`config.mk`:
```
export PLATFORM = sky130hd
export DESIGN_NAME = timed_action_scheduler_flat
export DESIGN_NICKNAME = d
export VERILOG_FILES = /design/src/rtl/tas_pkg.sv /design/src/rtl/tas_if.sv /design/src/rtl/tas_cell.sv /design/src/rtl/timed_action_scheduler.sv /design/src/flat_wrapper.sv
export VERILOG_INCLUDE_DIRS = /design/src /design/src/rtl
export SDC_FILE = /design/constraint.sdc
export NUM_CORES = 2
export LEC_CHECK = 0
export ABC_AREA = 1
export BUFFER_PORTS_ARGS = -buffer_cell sky130_fd_sc_hd__buf_2
export CORE_UTILIZATION = 35
export DETAILED_ROUTE_END_ITERATION = 8
export PLACE_DENSITY = 0.49
export RECOVER_POWER = 25
export SLEW_MARGIN = 20
export SYNTH_ARGS = -nofsm -noshare
export SYNTH_HDL_FRONTEND = slang
export SYNTH_SLANG_ARGS = --single-unit
```
`constraint.sdc`:
```
create_clock -name clk -period 10.1 [get_ports clk]
set_input_delay 1.01 -clock clk [delete_from_list [all_inputs] [get_ports clk]]
set_output_delay 1.01 -clock clk [all_outputs]
set_load 0.01 [all_outputs]
```
`src/rtl/assert_macros.svh`:
```
// Assertion macros used by the scheduler RTL.
`ifndef ASSERT_MACROS_SVH
`define ASSERT_MACROS_SVH
`ifndef ASSERT_OFF
`define ASSERT_IMPLIES(label, clk, rst, a, b) \
  label: assert property (@(posedge clk) disable iff (rst) (a) |-> (b)) else $error("failed");
`define ASSERT_NEXT(label, clk, rst, a, b) \
  label: assert property (@(posedge clk) disable iff (rst) (a) |=> (b)) else $error("failed");
`else
`define ASSERT_IMPLIES(label, clk, rst, a, b)
`define ASSERT_NEXT(label, clk, rst, a, b)
`endif
`endif

```
`src/rtl/tas_pkg.sv`:
```
package tas_pkg;
  localparam logic [1:0] OP_SCHEDULE = 2'd0;
  localparam logic [1:0] OP_CANCEL = 2'd1;
  localparam logic [1:0] OP_TICK = 2'd2;
  localparam logic [1:0] OP_NONE = 2'd3;
  localparam logic [1:0] KIND_HOLD = 2'd0;
  localparam logic [1:0] KIND_HAMMER = 2'd1;
  localparam logic [1:0] KIND_CONTACT = 2'd2;
  localparam logic [1:0] KIND_NONE = 2'd3;
  // What a cell does during its turn.
  localparam logic [1:0] PASS_MATCH = 2'd0;
  localparam logic [1:0] PASS_CANCEL = 2'd1;
  localparam logic [1:0] PASS_TICK = 2'd2;
  localparam logic [1:0] PASS_WRITE = 2'd3;
  localparam int MAX_RESULTS = 8;

  typedef struct packed {
    logic [1:0]  operation;
    logic [1:0]  action_kind;
    logic [7:0]  target_id;
    logic [15:0] duration;
    logic [15:0] interval;
    logic [31:0] now_time;
    logic        cancel_contact_domain;
    logic        cancel_key_domain;
    logic        match_target;
    logic [3:0]  event_limit;
  } cmd_t;

  typedef struct packed {
    logic        event_valid;
    logic [1:0]  event_kind;
    logic [7:0]  event_target;
    logic        event_pressed;
    logic        accepted;
    logic [3:0]  active_entries;
    logic        key_active;
    logic        last;
  } res_t;

  // Token passed along the row of cells during a scan.
  typedef struct packed {
    logic       go;
    logic       found_match;
    logic       found_free;
    logic [3:0] events;
    logic       stopped;
  } tok_t;

  // What a cell reports to the controller during its turn.
  typedef struct packed {
    logic       active;
    logic       match;
    logic       key_hit;
    logic       emit;
    logic [1:0] kind;
    logic [7:0] target;
    logic       pressed;
  } cell_rpt_t;

  function automatic logic reached(input logic [31:0] now, input logic [31:0] dl);
    logic [31:0] d;
    d = now - dl;
    return ~d[31];
  endfunction
endpackage

```
`src/rtl/tas_if.sv`:
```
interface tas_cmd_if;
  logic valid;
  logic ready;
  tas_pkg::cmd_t data;
  modport source (output valid, output data, input ready);
  modport sink (input valid, input data, output ready);
endinterface

interface tas_res_if;
  logic valid;
  logic ready;
  tas_pkg::res_t data;
  modport source (output valid, output data, input ready);
  modport sink (input valid, input data, output ready);
endinterface

```
`src/rtl/tas_cell.sv`:
```
// One table entry. It acts only in its turn, when the scan index reaches it.
module tas_cell (
  input  logic           clk,
  input  logic           rst,
  input  logic           turn,
  input  logic [1:0]     pass,
  input  tas_pkg::cmd_t  cmd,
  input  logic [3:0]     lim,
  input  logic           sel,
  input  tas_pkg::tok_t  tok_in,
  output tas_pkg::tok_t  tok_out,
  output tas_pkg::cell_rpt_t rpt
);
  logic        active, pressed;
  logic [1:0]  kind;
  logic [7:0]  target;
  logic [31:0] end_time, next_toggle;
  logic [14:0] half;
  logic [31:0] adv;
  logic        is_c, dom, hit, end_r, tog_r, stop;
  logic [14:0] half_new;

  always_comb begin
    is_c = (kind == tas_pkg::KIND_CONTACT);
    hit = active && (is_c == (cmd.action_kind == tas_pkg::KIND_CONTACT))
          && (target == cmd.target_id);
    dom = is_c ? cmd.cancel_contact_domain : cmd.cancel_key_domain;
    end_r = tas_pkg::reached(cmd.now_time, end_time);
    tog_r = (kind == tas_pkg::KIND_HAMMER) && tas_pkg::reached(cmd.now_time, next_toggle);
    adv = next_toggle + {17'd0, half};
    stop = tok_in.stopped || (active && tok_in.events >= lim);
    half_new = (cmd.interval[15:1] == 15'd0) ? 15'd1 : cmd.interval[15:1];
    tok_out = tok_in;
    rpt = '0;
    rpt.active = active;
    rpt.kind = kind;
    rpt.target = target;
    rpt.key_hit = active && !is_c && target == cmd.target_id;
    if (pass == tas_pkg::PASS_MATCH) begin
      rpt.match = hit;
      tok_out.found_match = tok_in.found_match | hit;
      tok_out.found_free = tok_in.found_free | ~active;
    end else if (pass == tas_pkg::PASS_CANCEL) begin
      if (active && dom && (!cmd.match_target || target == cmd.target_id) && pressed
          && tok_in.events < lim) begin
        rpt.emit = 1'b1;
        tok_out.events = tok_in.events + 4'd1;
      end
    end else begin
      tok_out.stopped = stop;
      if (!stop && active && (end_r ? pressed : tog_r)) begin
        rpt.emit = 1'b1;
        rpt.pressed = end_r ? 1'b0 : ~pressed;
        tok_out.events = tok_in.events + 4'd1;
      end
    end
  end

  always_ff @(posedge clk) begin
    if (rst) begin
      active <= 1'b0;
      pressed <= 1'b0;
    end else if (turn) begin
      if (pass == tas_pkg::PASS_WRITE && sel) begin
        active <= 1'b1;
        pressed <= 1'b1;
        kind <= cmd.action_kind;
        target <= cmd.target_id;
        end_time <= cmd.now_time + {16'd0, cmd.duration};
        half <= (cmd.action_kind == tas_pkg::KIND_HAMMER) ? half_new : 15'd0;
        next_toggle <= cmd.now_time +
          {17'd0, (cmd.action_kind == tas_pkg::KIND_HAMMER) ? half_new : 15'd0};
      end else if (pass == tas_pkg::PASS_CANCEL) begin
        if (active && dom && (!cmd.match_target || target == cmd.target_id)) begin
          active <= 1'b0;
          pressed <= 1'b0;
        end
      end else if (pass == tas_pkg::PASS_TICK && !stop && active) begin
        if (end_r) begin
          active <= 1'b0;
          pressed <= 1'b0;
        end else if (tog_r) begin
          pressed <= ~pressed;
          next_toggle <= tas_pkg::reached(cmd.now_time, adv)
                         ? cmd.now_time + {17'd0, half} : adv;
        end
      end
    end
  end
endmodule

```
`src/rtl/timed_action_scheduler.sv`:
```
// Timed action scheduler: a row of NUM_ENTRIES cells walked one cell per cycle.
// An accepted command other than a no-op scans the cells, then, for a schedule of a
// real action kind, passes a write state; every command then passes a count state
// before res.valid rises. One item at a time: a new command is taken only after the
// last result word of the previous one is accepted. Reset (synchronous, rst high)
// clears all entries to inactive and released; no clearing pass is needed.
`include "assert_macros.svh"
module timed_action_scheduler #(
  parameter int NUM_ENTRIES = 8
) (
  input logic clk,
  input logic rst,
  tas_cmd_if.sink   cmd,
  tas_res_if.source res
);
  localparam int IW = (NUM_ENTRIES > 1) ? $clog2(NUM_ENTRIES) : 1;
  localparam logic [2:0] ST_IDLE = 3'd0;
  localparam logic [2:0] ST_SCAN = 3'd1;
  localparam logic [2:0] ST_WRITE = 3'd2;
  localparam logic [2:0] ST_COUNT = 3'd3;
  localparam logic [2:0] ST_OUT = 3'd4;

  logic [2:0] state;
  tas_pkg::cmd_t c;
  logic [IW-1:0] idx;
  logic [1:0] pass;
  logic [3:0] lim;
  tas_pkg::tok_t tok;
  tas_pkg::tok_t tok_o [NUM_ENTRIES];
  tas_pkg::cell_rpt_t rpt [NUM_ENTRIES];
  logic [NUM_ENTRIES-1:0] turn, sel;
  logic [IW-1:0] slot;
  logic have_slot, acc, keyact;
  logic [3:0] cnt;
  logic [1:0] ev_kind [tas_pkg::MAX_RESULTS];
  logic [7:0] ev_tgt [tas_pkg::MAX_RESULTS];
  logic       ev_pr [tas_pkg::MAX_RESULTS];
  logic [3:0] nout, oidx;
  logic last_cell;

  assign lim = (c.event_limit > 4'd8) ? 4'd8 : c.event_limit;
  assign last_cell = (idx == IW'(NUM_ENTRIES - 1));

  genvar g;
  generate
    for (g = 0; g < NUM_ENTRIES; g++) begin : g_cell
      assign turn[g] = (state == ST_SCAN || state == ST_WRITE) && idx == IW'(g);
      assign sel[g] = have_slot && slot == IW'(g);
      tas_cell u_cell (
        .clk(clk), .rst(rst), .turn(turn[g]),
        .pass((state == ST_WRITE) ? tas_pkg::PASS_WRITE : pass),
        .cmd(c), .lim(lim), .sel(sel[g]), .tok_in(tok),
        .tok_out(tok_o[g]), .rpt(rpt[g])
      );
    end
  endgenerate

  assign cmd.ready = (state == ST_IDLE);
  assign res.valid = (state == ST_OUT);
  always_comb begin
    res.data = '0;
    res.data.accepted = acc;
    res.data.active_entries = cnt;
    res.data.key_active = keyact;
    res.data.last = (nout == 4'd0) || (oidx + 4'd1 == nout);
    if (nout != 4'd0) begin
      res.data.event_valid = 1'b1;
      res.data.event_kind = ev_kind[oidx[2:0]];
      res.data.event_target = ev_tgt[oidx[2:0]];
      res.data.event_pressed = ev_pr[oidx[2:0]];
    end
  end

  always_ff @(posedge clk) begin
    if (rst) begin
      state <= ST_IDLE;
      idx <= '0;
      nout <= 4'd0;
      oidx <= 4'd0;
      tok <= '0;
      have_slot <= 1'b0;
    end else begin
      case (state)
        ST_IDLE: begin
          if (cmd.valid) begin
            c <= cmd.data;
            idx <= '0;
            tok <= '0;
            have_slot <= 1'b0;
            acc <= 1'b0;
            nout <= 4'd0;
            oidx <= 4'd0;
            pass <= (cmd.data.operation == tas_pkg::OP_CANCEL) ? tas_pkg::PASS_CANCEL :
                    (cmd.data.operation == tas_pkg::OP_TICK) ? tas_pkg::PASS_TICK :
                    tas_pkg::PASS_MATCH;
            state <= (cmd.data.operation == tas_pkg::OP_NONE) ? ST_COUNT : ST_SCAN;
          end
        end
        ST_SCAN: begin
          tok <= tok_o[idx];
          if (rpt[idx].emit) begin
            ev_kind[tok.events[2:0]] <= rpt[idx].kind;
            ev_tgt[tok.events[2:0]] <= rpt[idx].target;
            ev_pr[tok.events[2:0]] <= rpt[idx].pressed;
          end
          if (pass == tas_pkg::PASS_MATCH) begin
            if (rpt[idx].match && !tok.found_match) begin
              slot <= idx;
              have_slot <= 1'b1;
            end else if (!rpt[idx].active && !tok.found_match && !tok.found_free
                         && !have_slot) begin
              slot <= idx;
              have_slot <= 1'b1;
            end
          end
          if (last_cell) begin
            idx <= '0;
            nout <= tok_o[idx].events;
            if (pass == tas_pkg::PASS_MATCH && c.action_kind != tas_pkg::KIND_NONE) begin
              state <= ST_WRITE;
            end else begin
              state <= ST_COUNT;
            end
          end else begin
            idx <= idx + IW'(1);
          end
        end
        ST_WRITE: begin
          // The chosen cell writes in the cycle where the index reaches it.
          if (!have_slot || idx == slot) begin
            acc <= have_slot;
            idx <= '0;
            state <= ST_COUNT;
          end else begin
            idx <= slot;
          end
        end
        ST_COUNT: begin
          state <= ST_OUT;
        end
        ST_OUT: begin
          if (res.ready) begin
            if (nout == 4'd0 || oidx + 4'd1 == nout) begin
              state <= ST_IDLE;
            end else begin
              oidx <= oidx + 4'd1;
            end
          end
        end
        default: state <= ST_IDLE;
      endcase
    end
  end

  // Active count and key lookup over the settled table.
  always_ff @(posedge clk) begin
    logic [7:0] n;
    logic k;
    n = '0;
    k = 1'b0;
    for (int i = 0; i < NUM_ENTRIES; i++) begin
      n = n + {7'd0, rpt[i].active};
      k = k | rpt[i].key_hit;
    end
    if (state == ST_COUNT) begin
      cnt <= (n > 8'd15) ? 4'd15 : n[3:0];
      keyact <= k;
    end
  end

  `ASSERT_IMPLIES(a_ready_idle, clk, rst, cmd.ready, state == ST_IDLE)
  `ASSERT_IMPLIES(a_out_bound, clk, rst, res.valid, nout <= 4'd8)
  `ASSERT_NEXT(a_accept_busy, clk, rst, cmd.valid && cmd.ready, !cmd.ready)
endmodule
```
`src/flat_wrapper.sv`:
```
// flat-port wrapper written by rule: the top's interface ports become plain ports
module timed_action_scheduler_flat 
#(
  parameter int NUM_ENTRIES = 8
)
  (clk, rst, cmd_valid, cmd_data, cmd_ready, res_valid, res_data, res_ready);
  tas_cmd_if cmd_i ();
  tas_res_if res_i ();
  input logic clk;
  input logic rst;
  input wire logic [$bits(cmd_i.valid)-1:0] cmd_valid;
  input wire logic [$bits(cmd_i.data)-1:0] cmd_data;
  output wire logic [$bits(cmd_i.ready)-1:0] cmd_ready;
  output wire logic [$bits(res_i.valid)-1:0] res_valid;
  output wire logic [$bits(res_i.data)-1:0] res_data;
  input wire logic [$bits(res_i.ready)-1:0] res_ready;
  assign cmd_i.valid = cmd_valid;
  assign cmd_i.data = cmd_data;
  assign cmd_ready = cmd_i.ready;
  assign res_valid = res_i.valid;
  assign res_data = res_i.data;
  assign res_i.ready = res_ready;
  timed_action_scheduler #(.NUM_ENTRIES(NUM_ENTRIES)) u_core (.clk(clk), .rst(rst), .cmd(cmd_i), .res(res_i));
endmodule
```
==> results.sh <==
export IMPL_die_h_um=465
export IMPL_cts_resized=0
export IMPL_final_common_cell="nand2_1"
export IMPL_synth_nets=10200
export IMPL_rows=169
export IMPL_hpwl_mm=190
export IMPL_power_share_combinational=0.247
export IMPL_cts_sinks=932
export IMPL_p_int_mw=7.94
export IMPL_grt_pass1_vias=60600
export IMPL_clock_fmax_ghz=0.143
export IMPL_clkTransAtPathRegs_ns=0.06
export IMPL_die_w_um=465
export IMPL_syn_to_final_growth_pct=11.3
export IMPL_layout_min_cycle_time_ns=7.00
export IMPL_final_antenna_net_count=0
export IMPL_drtIter0Drc=4958
export IMPL_finalNonFillerCells=12100
export IMPL_cts_made_buffers=118
export IMPL_holdCritPathClass="in -> reg"
export IMPL_pwr_share_seq=0.379
export IMPL_place_inst=11900
export IMPL_grt_max_degree=61
export IMPL_cts_tree="done"
export IMPL_routabilityCongestion=0.944
export IMPL_leakagePower_nw=37.2
export IMPL_holdBufCountCts=0
export IMPL_clk_path_buf_depth=3
export IMPL_avgSynthCellArea_um2=8.30
export IMPL_failed_checks="capacitance limit, slew limit"
export IMPL_yosysWarnings=0
export IMPL_max_cap_violations=4
export IMPL_gr_total_overflow=0
export IMPL_crit_required_ns=10.76
export IMPL_port_buffers=106
export IMPL_drive_gt1_frac=0.0657
export IMPL_grtUsageTotal=0.235
export IMPL_path_max_fanout=15
export IMPL_switching_share=0.339
export IMPL_synth_seq_cells=932
export IMPL_synth_edf_count=891
export IMPL_first_pass_iters=7
export IMPL_multi_input_area_um2=42400
export IMPL_maxSlewHeadroom=-1.11
export IMPL_startpoint_type="flip-flop"
export IMPL_finalWirelength_mm=259
export IMPL_synth_ff_type="edfxtp_1"
export IMPL_routedWlPerCell_um=21.4
export IMPL_status="finished, violations left"
export IMPL_finClkSkew_ns=0.0629
export IMPL_r2r_slack_ns=3.10
export IMPL_drcViolationCount=0
export IMPL_synthCells=9044
export IMPL_vias=63000
export IMPL_fillers=21600
export IMPL_die_area_um2=216000
export IMPL_antenna_found_initial=6
export IMPL_tightestPinTransition_ns=3.16
export IMPL_grt_pass1_wl_mm=385
export IMPL_rsz0062_at_grt="no"
export IMPL_seqCellArea_um2=27600
export IMPL_p_clk_frac=0.374
export IMPL_postCtsSetupBuffers=0
export IMPL_htreeDepth=3
export IMPL_mostFrequentLayoutCells="nand2_1 (2173), inv_1 (1110), ha_1 (1006)"
export IMPL_cts_root_buf="clkbuf_16"
export IMPL_fp_coreArea_um2=213000
export IMPL_powerDensity_nw_per_um2=144
export IMPL_critPathCaptureType="flip-flop"
export IMPL_yosysSeqAreaShare=0.367
export IMPL_initial_utilization=0.353
export IMPL_finalCritPeriodShare=0.693
export IMPL_final_hold_viol_count=0
export IMPL_io_pins=108
export IMPL_slew_violations=181
export IMPL_clk_latency_ns=0.83
export IMPL_finalSetupViolCount=0
export IMPL_fin_setup_tns_ns=0
export IMPL_crit_arrival_ns=7.66
export IMPL_p_switching_mw=4.06
export IMPL_avgViaCountPerCell=5.19
export IMPL_ir_drop_v=0.000155
export IMPL_layout_nets=10300
export IMPL_synthArstFlopShare=0
export IMPL_syn_area_um2=75000
export IMPL_criticalPathCategory="reg -> reg"
export IMPL_post_synth_num_cell_types=71
## worst max-delay path, stage by stage (launching register included)
cell and delay [ns]:
edfxtp_1 0.61, inv_1 0.14, nor2_1 0.79, inv_1 0.52, a21oi_1 0.24, clkbuf_1 0.65, ha_1 0.30, inv_1 0.06
fa_1 0.44, o21ai_2 0.23, a21oi_2 0.11, o21ai_1 0.24, a21boi_1 0.19, o21ai_2 0.23, a21boi_2 0.11, o21ai_2 0.26
nand2_2 0.18, nor2_2 0.21, nand2_1 0.13, xor2_2 0.89, nand2_1 0.12, nand2_1 0.13
## power by group through the flow
stage                     clock (mW)  combinational (mW)  sequential, mW
after global routing            4.73                3.30            4.56
after global placement             0                2.91            4.63
final                           4.49                2.97            4.55
after detailed placement           0                2.95            4.63
after floorplan                    0                1.87            4.65
after CTS                       4.62                2.97            4.55
## registers in the layout, indices dropped and copies added (netlist names), 16 cells and up, named ones only
signal                            cells
u_core.c                             80
u_core.ev_kind                       16
u_core.ev_tgt                        64
u_core.g_cell.u_cell.end_time       256
u_core.g_cell.u_cell.half           120
u_core.g_cell.u_cell.kind            16
u_core.g_cell.u_cell.next_toggle    256
u_core.g_cell.u_cell.target          64
## metal layers
layer  part of all wire  global-route usage  up-vias
li1                   -                   -    31100
met1               0.46               0.320    29700
met2               0.45               0.379     1744
met3              0.054              0.0278      492
met4              0.042              0.0941        0
met5                  0                   0        -
## layout make-up
class | instances | area share
well taps | 2821 | 0.0423
clock buffers | 149 | 0.0373
diodes | 2 | 0.0000599
multi-input cells | 6748 | 0.508
inverters | 1146 | 0.0515
flip-flops and latches | 932 | 0.330
clock inverters | 76 | 0.0111
repair buffers | 264 | 0.0199
## synthesized netlist by cell type, drive strengths merged (117+ instances only)
cell | n | area share
a21oi | 631 | 0.043
clkbuf | 117 | 0.0059
edfxtp | 891 | 0.36
ha | 1006 | 0.17
inv | 1137 | 0.057
nand2 | 2222 | 0.11
nand3 | 529 | 0.036
nand4 | 121 | 0.010
nor2 | 564 | 0.029
nor3 | 123 | 0.0084
o21ai | 525 | 0.037
xnor2 | 192 | 0.023
xor2 | 417 | 0.050
## logic make-up (layout without fill, tap and decap cells)
logic type,after synthesis,after routing,synth area share
adders and majority gates,1028,1028,0.174
other,0,2,0
DFF,932,932,0.367
buffers and inverters,1364,1635,0.0713
and+or+nand+nor,3629,3629,0.202
xor gates and xnor gates,609,609,0.0726
AOI/OAI and AO/OA,1482,1482,0.113
## stage by stage
stage	setup slack [ns]	total power [mW]	util	cell area, um^2	hold slack, ns
floorplan	2.41	6.51	-	75000	0.452
global placement	3.67	7.53	0.374	79500	0.464
detailed placement	3.69	7.58	0.374	79500	0.476
CTS	3.63	12.1	0.393	83500	0.277
global route	2.68	12.6	0.393	83500	0.332
finish	3.10	12.0	0.393	83500	0.358
## final timing paths
kind                            cells past startpoint                           start                                      end
worst max-delay path                               21                    u_core.c[79]  u_core.g_cell[1].u_cell.next_toggle[30]
worst min-delay path                                1                    cmd_data[38]                             u_core.c[38]
worst max register to register                     21                    u_core.c[79]  u_core.g_cell[1].u_cell.next_toggle[30]
worst min register to register                      2  u_core.g_cell[2].u_cell.active           u_core.g_cell[2].u_cell.active
Note: power is estimated with default switching activity, not from simulation.
